File: config.mk
export PLATFORM = sky130hd
export DESIGN_NAME = char_to_prefix_code_transcoder
export DESIGN_NICKNAME = d
export VERILOG_FILES = /design/src/hw/rtl/cptc_pkg.sv /design/src/hw/rtl/cptc_front.sv /design/src/hw/rtl/cptc_queue.sv /design/src/hw/rtl/cptc_back.sv /design/src/hw/rtl/char_to_prefix_code_transcoder.sv
export SDC_FILE = /design/constraint.sdc
export NUM_CORES = 1
export LEC_CHECK = 0
export ABC_CLOCK_PERIOD_IN_PS = 5600
export BUFFER_PORTS_ARGS = -buffer_cell sky130_fd_sc_hd__buf_2
export CAP_MARGIN = 20
export CORE_MARGIN = 3
export CORE_UTILIZATION = 60
export CTS_CLUSTER_DIAMETER = 100
export DETAILED_ROUTE_END_ITERATION = 16
export PLACE_DENSITY = 0.82
export SLEW_MARGIN = 20
export SYNTH_ARGS = -nofsm -noshare
export SYNTH_HDL_FRONTEND = slang
export SYNTH_SLANG_ARGS = --single-unit
File: constraint.sdc
create_clock -name clock -period 5.6 [get_ports clock]
set_input_delay 0.84 -clock clock [delete_from_list [all_inputs] [get_ports clock]]
set_output_delay 0.84 -clock clock [all_outputs]
set_load 0.005 [all_outputs]
File: src/hw/rtl/cptc_pkg.sv
// ----------------------------------------------------------------------------
// cptc_pkg: shared types and constants of the prefix-code transcoder
// Holds the character classifier, the fixed prefix-code table and its
// matching function, and the item type carried between the front and back.
// ----------------------------------------------------------------------------
`timescale 1ns / 1ps
`default_nettype none

package cptc_pkg;

   localparam int NUM_WORDS   = 32;
   localparam int MAX_RESULTS = 4;
   localparam int QUEUE_DEPTH = 2;

   localparam logic [7:0] NL_CHAR     = 8'd10;
   localparam logic [7:0] CHAR_A      = 8'h41;
   localparam logic [7:0] CHAR_Z      = 8'h5A;
   localparam logic [7:0] CHAR_SPACE  = 8'h20;
   localparam logic [7:0] CHAR_PERIOD = 8'h2E;
   localparam logic [7:0] CHAR_COMMA  = 8'h2C;
   localparam logic [7:0] CHAR_HYPHEN = 8'h2D;
   localparam logic [7:0] CHAR_APOS   = 8'h27;
   localparam logic [7:0] CHAR_QUEST  = 8'h3F;

   localparam logic [4:0] CODE_SPACE  = 5'd26;
   localparam logic [4:0] CODE_PERIOD = 5'd27;
   localparam logic [4:0] CODE_COMMA  = 5'd28;
   localparam logic [4:0] CODE_HYPHEN = 5'd29;
   localparam logic [4:0] CODE_APOS   = 5'd30;
   localparam logic [4:0] CODE_QUEST  = 5'd31;

   // Codewords are right aligned in CODE_WORD, CODE_LEN bits long.
   localparam logic [7:0] CODE_WORD [NUM_WORDS] = '{
      8'h05, 8'h00, 8'h03, 8'h91, 8'h11, 8'h01, 8'h25, 8'h9A,
      8'h05, 8'h01, 8'h06, 8'h09, 8'h9B, 8'h10, 8'h07, 8'h98,
      8'h06, 8'h04, 8'h99, 8'h9E, 8'h05, 8'h07, 8'h9F, 8'h08,
      8'h06, 8'h07, 8'h9C, 8'h9D, 8'h02, 8'h92, 8'h93, 8'h90
   };
   localparam logic [3:0] CODE_LEN [NUM_WORDS] = '{
      4'd3, 4'd6, 4'd6, 4'd8, 4'd6, 4'd6, 4'd6, 4'd8,
      4'd4, 4'd4, 4'd3, 4'd5, 4'd8, 4'd6, 4'd4, 4'd8,
      4'd4, 4'd5, 4'd8, 4'd8, 4'd5, 4'd3, 4'd8, 4'd4,
      4'd5, 4'd5, 4'd8, 4'd8, 4'd6, 4'd8, 4'd8, 4'd8
   };
   localparam logic [7:0] CODE_SYM [NUM_WORDS] = '{
      8'h20, 8'h27, 8'h2C, 8'h2D, 8'h2E, 8'h3F, 8'h41, 8'h42,
      8'h43, 8'h44, 8'h45, 8'h46, 8'h47, 8'h48, 8'h49, 8'h4A,
      8'h4B, 8'h4C, 8'h4D, 8'h4E, 8'h4F, 8'h50, 8'h51, 8'h52,
      8'h53, 8'h54, 8'h55, 8'h56, 8'h57, 8'h58, 8'h59, 8'h5A
   };

   typedef struct packed {
      logic       is_nl;
      logic [4:0] code;
   } item_type;

   typedef struct packed {
      logic       valid;
      logic [4:0] code;
   } class_type;

   typedef struct packed {
      logic       hit;
      logic [3:0] len;
      logic [7:0] sym;
   } match_type;

   // Maps a character to its 5-bit code; valid is low for unmapped ones.
   function automatic class_type char_class(input logic [7:0] c);
      class_type r;
      r = '0;
      if (c >= CHAR_A && c <= CHAR_Z) begin
         r.valid = 1'b1;
         r.code  = 5'(c - CHAR_A);
      end else begin
         unique case (c)
            CHAR_SPACE:  r = '{valid: 1'b1, code: CODE_SPACE};
            CHAR_PERIOD: r = '{valid: 1'b1, code: CODE_PERIOD};
            CHAR_COMMA:  r = '{valid: 1'b1, code: CODE_COMMA};
            CHAR_HYPHEN: r = '{valid: 1'b1, code: CODE_HYPHEN};
            CHAR_APOS:   r = '{valid: 1'b1, code: CODE_APOS};
            CHAR_QUEST:  r = '{valid: 1'b1, code: CODE_QUEST};
            default:     r = '0;
         endcase
      end
      return r;
   endfunction

   // Matches the oldest pending bits. The window holds them left aligned
   // (oldest in bit 7); avail is how many of its bits are real (0..8).
   function automatic match_type match_word(input logic [7:0] window,
                                            input logic [3:0] avail);
      match_type r;
      logic [7:0] head;
      r = '0;
      head = '0;
      // Scanned from the end so that the lowest table index wins.
      for (int i = NUM_WORDS - 1; i >= 0; i--) begin
         head = window >> (4'd8 - CODE_LEN[i]);
         if (CODE_LEN[i] <= avail && head == CODE_WORD[i]) begin
            r.hit = 1'b1;
            r.len = CODE_LEN[i];
            r.sym = CODE_SYM[i];
         end
      end
      return r;
   endfunction

endpackage

`default_nettype wire

File: src/hw/rtl/cptc_front.sv
// ----------------------------------------------------------------------------
// cptc_front: input classifier
// Accepts characters, drops unmapped ones and pushes newline or code items
// into the work queue.
// ----------------------------------------------------------------------------
`timescale 1ns / 1ps
`default_nettype none

module cptc_front
   import cptc_pkg::*;
(
   input  wire logic       req_tvalid,
   output logic            req_tready,
   input  wire logic [7:0] req_tdata,   // [7:0] in_char
   output logic            q_wr_valid,
   input  wire logic       q_wr_ready,
   output item_type        q_wr_item
);

   class_type cls;

   assign cls        = char_class(req_tdata);
   // Unmapped characters are taken and dropped only while the queue has room,
   // so transaction order is never disturbed.
   assign req_tready = q_wr_ready;
   assign q_wr_valid = req_tvalid && (cls.valid || req_tdata == NL_CHAR);
   assign q_wr_item  = '{is_nl: (req_tdata == NL_CHAR), code: cls.code};

endmodule

`default_nettype wire

File: src/hw/rtl/cptc_queue.sv
// ----------------------------------------------------------------------------
// cptc_queue: work queue between front and back
// A small FIFO of classified items so each side can stall on its own.
// ----------------------------------------------------------------------------
`timescale 1ns / 1ps
`default_nettype none

module cptc_queue
   import cptc_pkg::*;
(
   input  wire logic     clock,
   input  wire logic     reset,
   input  wire logic     wr_valid,
   output logic          wr_ready,
   input  wire item_type wr_item,
   output logic          rd_valid,
   input  wire logic     rd_ready,
   output item_type      rd_item
);

   localparam int PW = (QUEUE_DEPTH > 1) ? $clog2(QUEUE_DEPTH) : 1;
   localparam int CW = $clog2(QUEUE_DEPTH + 1);

   item_type        slot_ff [QUEUE_DEPTH];
   logic [PW-1:0]   wr_ptr_ff, wr_ptr_in;
   logic [PW-1:0]   rd_ptr_ff, rd_ptr_in;
   logic [CW-1:0]   count_ff, count_in;
   logic            push, pop;

   assign wr_ready = (count_ff != CW'(QUEUE_DEPTH));
   assign rd_valid = (count_ff != '0);
   assign rd_item  = slot_ff[rd_ptr_ff];
   assign push     = wr_valid && wr_ready;
   assign pop      = rd_valid && rd_ready;

   always_comb begin
      wr_ptr_in = wr_ptr_ff;
      rd_ptr_in = rd_ptr_ff;
      count_in  = count_ff;
      if (push) begin
         wr_ptr_in = (wr_ptr_ff == PW'(QUEUE_DEPTH - 1)) ? '0 : wr_ptr_ff + 1'b1;
      end
      if (pop) begin
         rd_ptr_in = (rd_ptr_ff == PW'(QUEUE_DEPTH - 1)) ? '0 : rd_ptr_ff + 1'b1;
      end
      if (push && !pop) begin
         count_in = count_ff + 1'b1;
      end else if (pop && !push) begin
         count_in = count_ff - 1'b1;
      end
   end

   always_ff @(posedge clock) begin
      if (reset) begin
         wr_ptr_ff <= '0;
         rd_ptr_ff <= '0;
         count_ff  <= '0;
      end else begin
         wr_ptr_ff <= wr_ptr_in;
         rd_ptr_ff <= rd_ptr_in;
         count_ff  <= count_in;
      end
   end

   always_ff @(posedge clock) begin
      if (push) begin
         slot_ff[wr_ptr_ff] <= wr_item;
      end
   end

endmodule

`default_nettype wire

File: src/hw/rtl/cptc_back.sv
// ----------------------------------------------------------------------------
// cptc_back: bit buffer and prefix-code decoder
// Appends codes to the pending bit buffer and emits one decoded character
// per cycle into the output register while the receiver does not stall it.
// ----------------------------------------------------------------------------
`timescale 1ns / 1ps
`default_nettype none

module cptc_back
   import cptc_pkg::*;
#(
   parameter int BUFFER_BITS = 12
)
(
   input  wire logic       clock,
   input  wire logic       reset,
   input  wire logic       q_rd_valid,
   output logic            q_rd_ready,
   input  wire item_type   q_rd_item,
   output logic            rsp_tvalid,
   input  wire logic       rsp_tready,
   output logic [7:0]      rsp_tdata,   // [7:0] out_char
   output logic            rsp_tlast
);

   localparam int CW = $clog2(BUFFER_BITS + 1);
   localparam int NW = $clog2(MAX_RESULTS);

   localparam logic ST_IDLE = 1'b0;
   localparam logic ST_RUN  = 1'b1;

   logic                   state_ff, state_in;
   logic [BUFFER_BITS-1:0] bits_ff, bits_in;
   logic [CW-1:0]          count_ff, count_in;
   logic [NW-1:0]          n_ff, n_in;
   logic                   rsp_valid_ff, rsp_valid_in;
   logic [7:0]             rsp_data_ff, rsp_data_in;
   logic                   rsp_last_ff, rsp_last_in;

   logic                   out_free;
   logic                   fits;
   logic [BUFFER_BITS+7:0] wide_cur, wide_next;
   logic [3:0]             avail_cur, avail_next;
   match_type              cur, nxt;
   logic [CW-1:0]          rem_count;
   logic [BUFFER_BITS-1:0] rem_bits;
   logic                   emit_last;

   assign out_free = !rsp_valid_ff || rsp_tready;
   assign fits     = ({1'b0, count_ff} + (CW+1)'(5)) <= (CW+1)'(BUFFER_BITS);

   // Oldest pending bits, left aligned in an 8-bit window.
   assign wide_cur  = {bits_ff, 8'h00} >> count_ff;
   assign avail_cur = (count_ff >= CW'(8)) ? 4'd8 : count_ff[3:0];
   assign cur       = match_word(wide_cur[7:0], avail_cur);

   assign rem_count = count_ff - CW'(cur.len);
   assign rem_bits  = bits_ff & ~({BUFFER_BITS{1'b1}} << rem_count);

   // Look one codeword ahead to decide whether this result is the last.
   assign wide_next  = {rem_bits, 8'h00} >> rem_count;
   assign avail_next = (rem_count >= CW'(8)) ? 4'd8 : rem_count[3:0];
   assign nxt        = match_word(wide_next[7:0], avail_next);
   assign emit_last  = !nxt.hit || (n_ff == NW'(MAX_RESULTS - 1));

   always_comb begin
      state_in     = state_ff;
      bits_in      = bits_ff;
      count_in     = count_ff;
      n_in         = n_ff;
      rsp_valid_in = rsp_valid_ff && !rsp_tready;
      rsp_data_in  = rsp_data_ff;
      rsp_last_in  = rsp_last_ff;
      q_rd_ready   = 1'b0;
      unique case (state_ff)
         ST_IDLE: begin
            if (q_rd_valid) begin
               if (q_rd_item.is_nl) begin
                  if (out_free) begin
                     q_rd_ready   = 1'b1;
                     bits_in      = '0;
                     count_in     = '0;
                     rsp_valid_in = 1'b1;
                     rsp_data_in  = NL_CHAR;
                     rsp_last_in  = 1'b1;
                  end
               end else begin
                  q_rd_ready = 1'b1;
                  if (fits) begin
                     bits_in  = BUFFER_BITS'({bits_ff, q_rd_item.code});
                     count_in = count_ff + CW'(5);
                     n_in     = '0;
                     state_in = ST_RUN;
                  end
               end
            end
         end
         ST_RUN: begin
            if (!cur.hit) begin
               state_in = ST_IDLE;
            end else if (out_free) begin
               rsp_valid_in = 1'b1;
               rsp_data_in  = cur.sym;
               rsp_last_in  = emit_last;
               bits_in      = rem_bits;
               count_in     = rem_count;
               n_in         = n_ff + 1'b1;
               if (emit_last) begin
                  state_in = ST_IDLE;
               end
            end
         end
         default: begin
            state_in = ST_IDLE;
         end
      endcase
   end

   always_ff @(posedge clock) begin
      if (reset) begin
         state_ff     <= ST_IDLE;
         bits_ff      <= '0;
         count_ff     <= '0;
         n_ff         <= '0;
         rsp_valid_ff <= 1'b0;
      end else begin
         state_ff     <= state_in;
         bits_ff      <= bits_in;
         count_ff     <= count_in;
         n_ff         <= n_in;
         rsp_valid_ff <= rsp_valid_in;
      end
   end

   always_ff @(posedge clock) begin
      rsp_data_ff <= rsp_data_in;
      rsp_last_ff <= rsp_last_in;
   end

   assign rsp_tvalid = rsp_valid_ff;
   assign rsp_tdata  = rsp_data_ff;
   assign rsp_tlast  = rsp_last_ff;

endmodule

`default_nettype wire

File: src/hw/rtl/char_to_prefix_code_transcoder.sv
// ----------------------------------------------------------------------------
// char_to_prefix_code_transcoder: character to prefix-code transcoder
// Turns a stream of characters into 5-bit codes and decodes the resulting
// bit stream against a fixed 32-word prefix code.
// ----------------------------------------------------------------------------
// Usage:
// Each req transaction carries one ASCII character in req_tdata. Letters A-Z
// and the characters space . , - ' ? are mapped to 5-bit codes and appended
// to a pending bit buffer; every complete codeword at the head of the buffer
// yields one rsp transaction (up to four per request) with the decoded
// character in rsp_tdata. The final result caused by one request has
// rsp_tlast set. A newline drops the pending bits and echoes one newline
// with rsp_tlast set; other characters are accepted and give no result.
// A character's result passes through the work queue, the load into the
// pending buffer and the output register; a newline echo goes from the work
// queue straight into the output register. The decoder emits one result per
// cycle while the receiver takes them: a character is first loaded, then
// each result follows, and one that completes no codeword is loaded and
// then finds no match. The decoder takes the next queued item only once it
// is through with the pending buffer.
// The front classifier and the decoder are parted by a two-entry work queue,
// and the result sits in an output register, so a stalled receiver only holds
// the decoder; requests keep being taken until the queue fills.
// Reset clears the pending buffer, the queue and the output register.
// ----------------------------------------------------------------------------
`timescale 1ns / 1ps
`default_nettype none

module char_to_prefix_code_transcoder
   import cptc_pkg::*;
#(
   parameter int BUFFER_BITS = 12
)
(
   input  wire logic       clock,
   input  wire logic       reset,
   input  wire logic       req_tvalid,
   output logic            req_tready,
   input  wire logic [7:0] req_tdata,   // [7:0] in_char
   output logic            rsp_tvalid,
   input  wire logic       rsp_tready,
   output logic [7:0]      rsp_tdata,   // [7:0] out_char
   output logic            rsp_tlast
);

   logic     q_wr_valid, q_wr_ready;
   item_type q_wr_item;
   logic     q_rd_valid, q_rd_ready;
   item_type q_rd_item;

   // Front: classifies characters and drops the unmapped ones.
   cptc_front u_front (
      .req_tvalid (req_tvalid),
      .req_tready (req_tready),
      .req_tdata  (req_tdata),
      .q_wr_valid (q_wr_valid),
      .q_wr_ready (q_wr_ready),
      .q_wr_item  (q_wr_item)
   );

   // Work queue decoupling the classifier from the decoder.
   cptc_queue u_queue (
      .clock    (clock),
      .reset    (reset),
      .wr_valid (q_wr_valid),
      .wr_ready (q_wr_ready),
      .wr_item  (q_wr_item),
      .rd_valid (q_rd_valid),
      .rd_ready (q_rd_ready),
      .rd_item  (q_rd_item)
   );

   // Back: bit buffer, codeword matcher and output register.
   cptc_back #(
      .BUFFER_BITS (BUFFER_BITS)
   ) u_back (
      .clock      (clock),
      .reset      (reset),
      .q_rd_valid (q_rd_valid),
      .q_rd_ready (q_rd_ready),
      .q_rd_item  (q_rd_item),
      .rsp_tvalid (rsp_tvalid),
      .rsp_tready (rsp_tready),
      .rsp_tdata  (rsp_tdata),
      .rsp_tlast  (rsp_tlast)
   );

endmodule

`default_nettype wire

==> qor.yml, run 1 <==
wl_per_cell_um: 19.8
rr_endpoint: "u_back.rsp_tlast"
path_class: "reg2reg"
yosysTopAreaCell: "edfxtp_1"
setup_tns_ns: 0
period_share: 0.929
die_w_um: 92.5
cp.arrival_ns: 5.24
via_per_inst: 6.99
worstHoldPathCells: 2
hold_path_class: "reg2reg"
cp_common_cell: "o21ai_0"
final_max_slew_viol_count: 0
finalWirelength_um: 12600
grt_pass1_wl_um: 20500
r2r_start: "u_back.count_ff[2]"
netlist-cell-type-count: 93
port_buffers: 21
grt_max_degree: 29
critPathMaxFanout: 22
pwr_density_cell_mw_per_mm2: 377
core_mm2: 0.00702
crit_chain: "buf_4 > nor2b_1 > a221o_1 > o22ai_1 > or2_2 > nand3_1 > nor2_1 > o21ai_0 > o21ai_0 > a21o_1 > fa_1 > mux4_2 > mux2i_1 > a21oi_1 > a21oi_1 > a211oi_1 > o21ai_0 > o21ba_1 > nand2_1"
slowest_stage: "dfxtp_1"
hold_viol: 0
yosysSeqAreaShare: 0.245
critPathRequiredTime_ns: 5.64
worstMarginPinSlew_ns: 0.760
tritoncts: "built"
antenna_cells: 0
htree_num_levels: 2
syn2layout_area_growth_pct: 5.60
r2r_setup_slack_ns: 0.40
finalCriticalPeriod_ns: 5.20
hold_start: "u_back.n_ff[1]"
clock_path_buffers: 2
first_global_vias: 4128
cap_violations: 0
cts_setup_buffers: 0
start_kind: "flip-flop"
nFillCells: 594
cts_made_buffers: 5
io_pins: 23
initial_core_util: 0.639
grt_overflow: 0
crit_path_end_kind: "flip-flop"
clock.fmax_ghz: 0.192
async_reset_ff_frac: 0
synthTopCellsByArea: "edfxtp_1 13%, dfxtp_1 11%, nor2_1 4.3%"
ys.warnings.count: 0
synth_edf_count: 20
first_pass_iters: 5
via_count: 4432
synth_fp_nets: 553
dp_hpwl_um: 9380
slowest_delay_ns: 0.82
drive_gt1_frac: 0.184
clkLatencyLatePin_ns: 0.30
ys_ff_latch: 45
p_leak_nw: 1.64
outcome: "completed"
synth_area_mm2: 0.00449
slew_headroom: 0.492
design_area_mm2: 0.00474
drc: 0
place.gp.congestion: 1.01
avgSynthCellArea_um2: 8.50
setup_viol: 0
cts_root_buf: "clkbuf_8"
dpl_cell_area_mm2: 0.00463
fp.dieArea_mm2: 0.00855
hold_end: "u_back.n_ff[1]"
nets: 562
die-height_um: 92.5
rows: 30
drt_iter0_markers: 629
skew_ns: 0.00983
synthFlopType: "dfxtp_1"
peakVddDrop_mv: 0.243
synth_cells: 528
cts.sinks: 45
yosys-top-cells-count: "52 x nor2_1, 44 x nand2_1, 25 x a21oi_1, 25 x dfxtp_1, 25 x o21ai_0"
clk_pin_slew_ns: 0.09
grt_usage: 0.296
synth_top_area_frac: 0.134
rsz0062_at_grt: "no"
yosysMostFrequentCell: "nor2_1"
r2r_cells: 19
antenna_found_initial: 0
ant_nets: 0
[cell usage in the layout (no fill, tap or decap), types with 8 or more instances in the layout]
cell type / count
o21ai_1: 9
nand3_1: 23
nor2b_1: 9
xnor2_1: 9
nand2_1: 44
a21oi_1: 25
nor3_1: 17
o21ai_0: 25
dfxtp_1: 24
a211oi_1: 9
nor2_1: 52
buf_2: 21
buf_4: 22
ha_1: 12
mux2_2: 12
inv_1: 12
o31ai_1: 8
edfxtp_1: 20
mux2i_1: 16
o22ai_1: 11
a22o_1: 13
nand2b_1: 9
[worst max-delay path: cells and delay by family (launching register included)]
kind / cells / cell delay, ns
AOI/OAI and AO/OA: 10 / 1.47
and+or+nand+nor: 5 / 0.85
muxes: 2 / 0.83
DFF: 1 / 0.82
adders and majority gates: 1 / 0.58
buffers and inverters: 1 / 0.35
[cell families after synthesis]
| family | after synthesis | synth area share |
|---|---|---|
| AO/OA/AOI/OAI | 159 | 0.271 |
| XOR/XNOR | 12 | 0.0234 |
| adder cells (fa/ha/maj) | 13 | 0.0379 |
| buffers and inverters | 54 | 0.0669 |
| flip-flops | 45 | 0.245 |
| multiplexers | 36 | 0.105 |
| other | 1 | 0.000836 |
| AND/OR/NAND/NOR | 208 | 0.250 |
[per-stage QoR]
stage                     power (mW)   util  instances  setup WS [ns]  hold slack (ns)
after floorplan                 1.31      -        528          0.754            0.452
after detailed placement        1.52  0.659        626          0.521            0.480
after global placement          1.50  0.659        626          0.561            0.459
after global routing            1.91  0.675        634         0.0409            0.508
after CTS                       1.77  0.675        634          0.512            0.492
final                           1.79  0.675        634          0.400            0.497
[final cells by class]
class / count / area, µm² / area share
clock inverters: 2 / 38.8 / 0.00818
multi-input cells: 429 / 3090 / 0.651
clock buffers: 6 / 72.6 / 0.0153
repair buffers: 43 / 270 / 0.0570
inverters: 13 / 48.8 / 0.0103
flip-flops and latches: 45 / 1100 / 0.233
well taps: 96 / 120 / 0.0253
[routing by layer]
layer / global-route usage / vias to the layer above / part of all wire
met2: 0.454 / 306 / 0.45
met3: 0.0609 / 55 / 0.10
met1: 0.406 / 2040 / 0.41
met4: 0.123 / 0 / 0.036
met5: 0 / - / 0
li1: - / 2031 / -
[sequential cells by signal (all words and copies together), names as in the netlist, named ones only]
name and flops:
u_back.n_ff 2, u_back.state_ff 1, u_queue.count_ff 2, u_back.count_ff 4
u_back.rsp_tvalid 1, u_queue.rd_ptr_ff 1, u_queue.slot_ff 12, u_back.rsp_tlast 1
u_back.rsp_tdata 7, u_queue.wr_ptr_ff 1, u_back.bits_ff 12
[timing repair]
action	in CTS	in global routing
hold buffers	0	0
endpoints found under the setup margin	0	2
gates resized for setup	0	1
[power by group]
group / internal, mW / switching [mW] / leakage, nW
Sequential: 0.397 / 0.0925 / 0.382
Clock: 0.134 / 0.114 / 0.0554
Combinational: 0.429 / 0.620 / 1.21
Total: 0.960 / 0.827 / 1.64
[how the worst max path moves through the flow]
stage	start	end	slack (ns)	cells past startpoint
final	u_back.count_ff[2]	u_back.rsp_tlast	0.40	19
after global routing	u_back.count_ff[1]	u_back.state_ff	0.04	20
after CTS	u_back.count_ff[2]	u_back.rsp_tlast	0.51	19
after detailed placement	u_back.count_ff[2]	u_back.state_ff	0.52	21
after global placement	u_back.count_ff[0]	u_back.state_ff	0.56	17
after floorplan	u_back.count_ff[2]	u_back.rsp_tlast	0.75	24
(Power assumes the default switching activity.)
==> inputs of run 2 (changes only) <==
--- a/config.mk
+++ b/config.mk
@@ -6,7 +6,7 @@
 export NUM_CORES = 1
 export LEC_CHECK = 0
 export ABC_CLOCK_PERIOD_IN_PS = 5600
-export BUFFER_PORTS_ARGS = -buffer_cell sky130_fd_sc_hd__buf_2
+export BUFFER_PORTS_ARGS = -buffer_cell sky130_fd_sc_hd__clkbuf_2
 export CAP_MARGIN = 20
 export CORE_MARGIN = 3
 export CORE_UTILIZATION = 60
==> constraint.sdc (replaced) <==
create_clock -name clock -period 5.6 [get_ports clock]
set_input_delay 0.84 -clock clock [delete_from_list [all_inputs] [get_ports clock]]
set_output_delay 0.84 -clock clock [all_outputs]
set_load 0.02 [all_outputs]
==> qor.yml, run 2 (synthesized netlist as in run 1, its figures left out) <==
clk_pin_slew_ns: 0.10  # was 0.09 ns
crit_path_end_kind: "flip-flop"  # unchanged
power_switching_uw: 872  # was 827 µW
p_comb_frac: 0.615  # was 0.587
power.internal_uw: 920  # was 960 µW
start_kind: "flip-flop"  # unchanged
p_seq_frac: 0.271  # was 0.274
cap_violations: 0  # unchanged
hold_path_class: "reg2reg"  # unchanged
p_leak_nw: 1.65  # was 1.64 nW
antenna_found_initial: 0  # unchanged
cts.sinks: 45  # unchanged
clock_path_buffers: 2  # unchanged
place.gp.congestion: 1.00  # was 1.01
crit_chain: "buf_4 > mux4_1 > a21oi_1 > nor4_2 > nand2_1 > nor2_1 > o21ai_0 > o21ai_0 > a21o_1 > fa_1 > buf_4 > a211oi_1 > a21oi_1 > nor2_1 > or3_1 > a211oi_1 > o21ai_0 > o21ba_1 > o21bai_1 > a21oi_1"  # was buf_4 > nor2b_1 > a221o_1 > o22ai_1 > or2_2 > nand3_1 > nor2_1 > o21ai_0 > o21ai_0 > a21o_1 > fa_1 > mux4_2 > mux2i_1 > a21oi_1 > a21oi_1 > a211oi_1 > o21ai_0 > o21ba_1 > nand2_1
die_w_um: 92.5  # unchanged
slowest_delay_ns: 0.59  # was 0.82 ns
setup_viol: 0  # unchanged
io_pins: 23  # unchanged
slowest_stage: "fa_1"  # was dfxtp_1
mostFrequentLayoutCells: "52 x nor2_1, 44 x nand2_1, 25 x o21ai_0, 25 x a21oi_1, 23 x nand3_1"  # was 52 x nor2_1, 44 x nand2_1, 25 x o21ai_0, 25 x a21oi_1, 24 x dfxtp_1
grt_pass1_wl_um: 21100  # was 20,500 µm
first_pass_iters: 5  # unchanged
grt_max_degree: 30  # was 29
critPathTopFamily: "compound AO/OA/AOI/OAI gates"  # unchanged
fin_util: 0.673  # was 0.675
rows: 30  # unchanged
first_global_vias: 4281  # was 4,128
drive_gt1_frac: 0.191  # was 0.184
slew_headroom: 0.512  # was 0.492
dp_hpwl_um: 9510  # was 9380 µm
die-height_um: 92.5  # unchanged
via_count: 4454  # was 4,432
cts_hold_buffers: 0  # unchanged
rsz0062_at_grt: "no"  # unchanged
syn2layout_area_growth_pct: 5.27  # was 5.60%
worstMarginPinSlew_ns: 0.730  # was 0.760 ns
htree_num_levels: 2  # unchanged
final_max_slew_viol_count: 0  # unchanged
wl_per_cell_um: 20.1  # was 19.8 µm
cp.arrival_ns: 5.34  # was 5.24 ns
finalCriticalPeriod_ns: 5.18  # was 5.20 ns
antenna_cells: 0  # unchanged
cts_made_buffers: 5  # unchanged
cts_root_buf: "clkbuf_8"  # unchanged
finalWirelength_um: 12800  # was 12,600 µm
path_class: "reg2reg"  # unchanged
drt_iter0_markers: 569  # was 629
power.total_mw: 1.79  # about the same
via_per_inst: 7.03  # was 6.99
drc: 0  # unchanged
setup_tns_ns: 0  # unchanged
ant_nets: 0  # unchanged
pwr_density_cell_mw_per_mm2: 379  # was 377 mW/mm²
clock.fmax_ghz: 0.193  # was 0.192 GHz
nets: 562  # unchanged
grt_overflow: 0  # unchanged
tritoncts: "built"  # unchanged
critPathRequiredTime_ns: 5.77  # was 5.64 ns
path_buf_inv: 2  # was 1
peakVddDrop_mv: 0.266  # was 0.243 mV
p_clk_frac: 0.114  # was 0.139
hold_viol: 0  # unchanged
critPathMaxFanout: 24  # was 22
core_mm2: 0.00702  # unchanged
fp.dieArea_mm2: 0.00855  # unchanged
layout_commonest_cell: "nor2_1"  # unchanged
grt_usage: 0.304  # was 0.296
initial_core_util: 0.639  # unchanged
outcome: "completed"  # unchanged
skew_ns: 0.0138  # was 0.00983 ns
port_buffers: 21  # unchanged
power.share.switching: 0.487  # was 0.463
clkLatencyLatePin_ns: 0.30  # about the same
period_share: 0.925  # was 0.929
==> run 2: changes by cell type in the layout (fill, tap and decap cells not counted), sizes merged <==
cell and delta:
inv +2, buf -21, clkbuf +20, bufinv -1
==> run 2: per-stage QoR <==
stage	cells	area, µm²	hold slack, ns	worst slack, ns
2_1_floorplan	528	4490	0.452	0.754
3_3_place_gp	626	4630	0.459	0.451
3_5_place_dp	626	4630	0.493	0.236
4_1_cts	634	4720	0.506	0.217
5_1_grt	634	4720	0.531	0.0338
6_report	634	4720	0.501	0.423
==> run 2: final cells by class <==
| class | instances | area, µm² |
|---|---|---|
| Sequential cell | 45 | 1100 |
| Clock inverter | 3 | 20.0 |
| Inverter | 13 | 48.8 |
| Tap cell | 96 | 120 |
| Clock buffer | 5 | 68.8 |
| Multi-Input combinational cell | 429 | 3090 |
| Fill cell | 594 | 2290 |
| Timing Repair Buffer | 43 | 270 |
==> run 2: tightest hold or removal path, cell delays in order, from the launching register on <==
cell and delay (ns):
dfxtp_1 0.33, nand3_1 0.07, a21oi_1 0.05
==> run 2: layer usage <==
| layer | wire length (µm) | share of wire | up-vias | track usage |
|---|---|---|---|---|
| li1 | - | - | 2022 | - |
| met1 | 5240 | 0.41 | 2089 | 0.399 |
| met2 | 5690 | 0.45 | 292 | 0.476 |
| met3 | 1400 | 0.11 | 51 | 0.0755 |
| met4 | 451 | 0.035 | 0 | 0.130 |
| met5 | 0 | 0 | - | 0 |
==> run 2: what timing repair did <==
action,in CTS,in global routing
gates resized for setup,0,4
hold endpoints to repair,0,0
buffers inserted,0,0
setup endpoints to repair,0,2
==> run 2: worst paths after layout <==
path	cells past startpoint	slack [ns]	start	endpoint
max reg2reg	20	0.42	u_back.count_ff[1]	u_back.state_ff
max	20	0.42	u_back.count_ff[1]	u_back.state_ff
min reg2reg	2	0.50	u_back.n_ff[0]	u_back.n_ff[0]
min	2	0.50	u_back.n_ff[0]	u_back.n_ff[0]
==> run 2: power groups by stage <==
stage	Clock (mW)	Combinational [mW]	Sequential (mW)
after floorplan	0	0.877	0.450
after global placement	0	1.04	0.484
after detailed placement	0	1.07	0.488
after CTS	0.209	1.08	0.479
after global routing	0.225	1.19	0.496
final	0.205	1.10	0.485
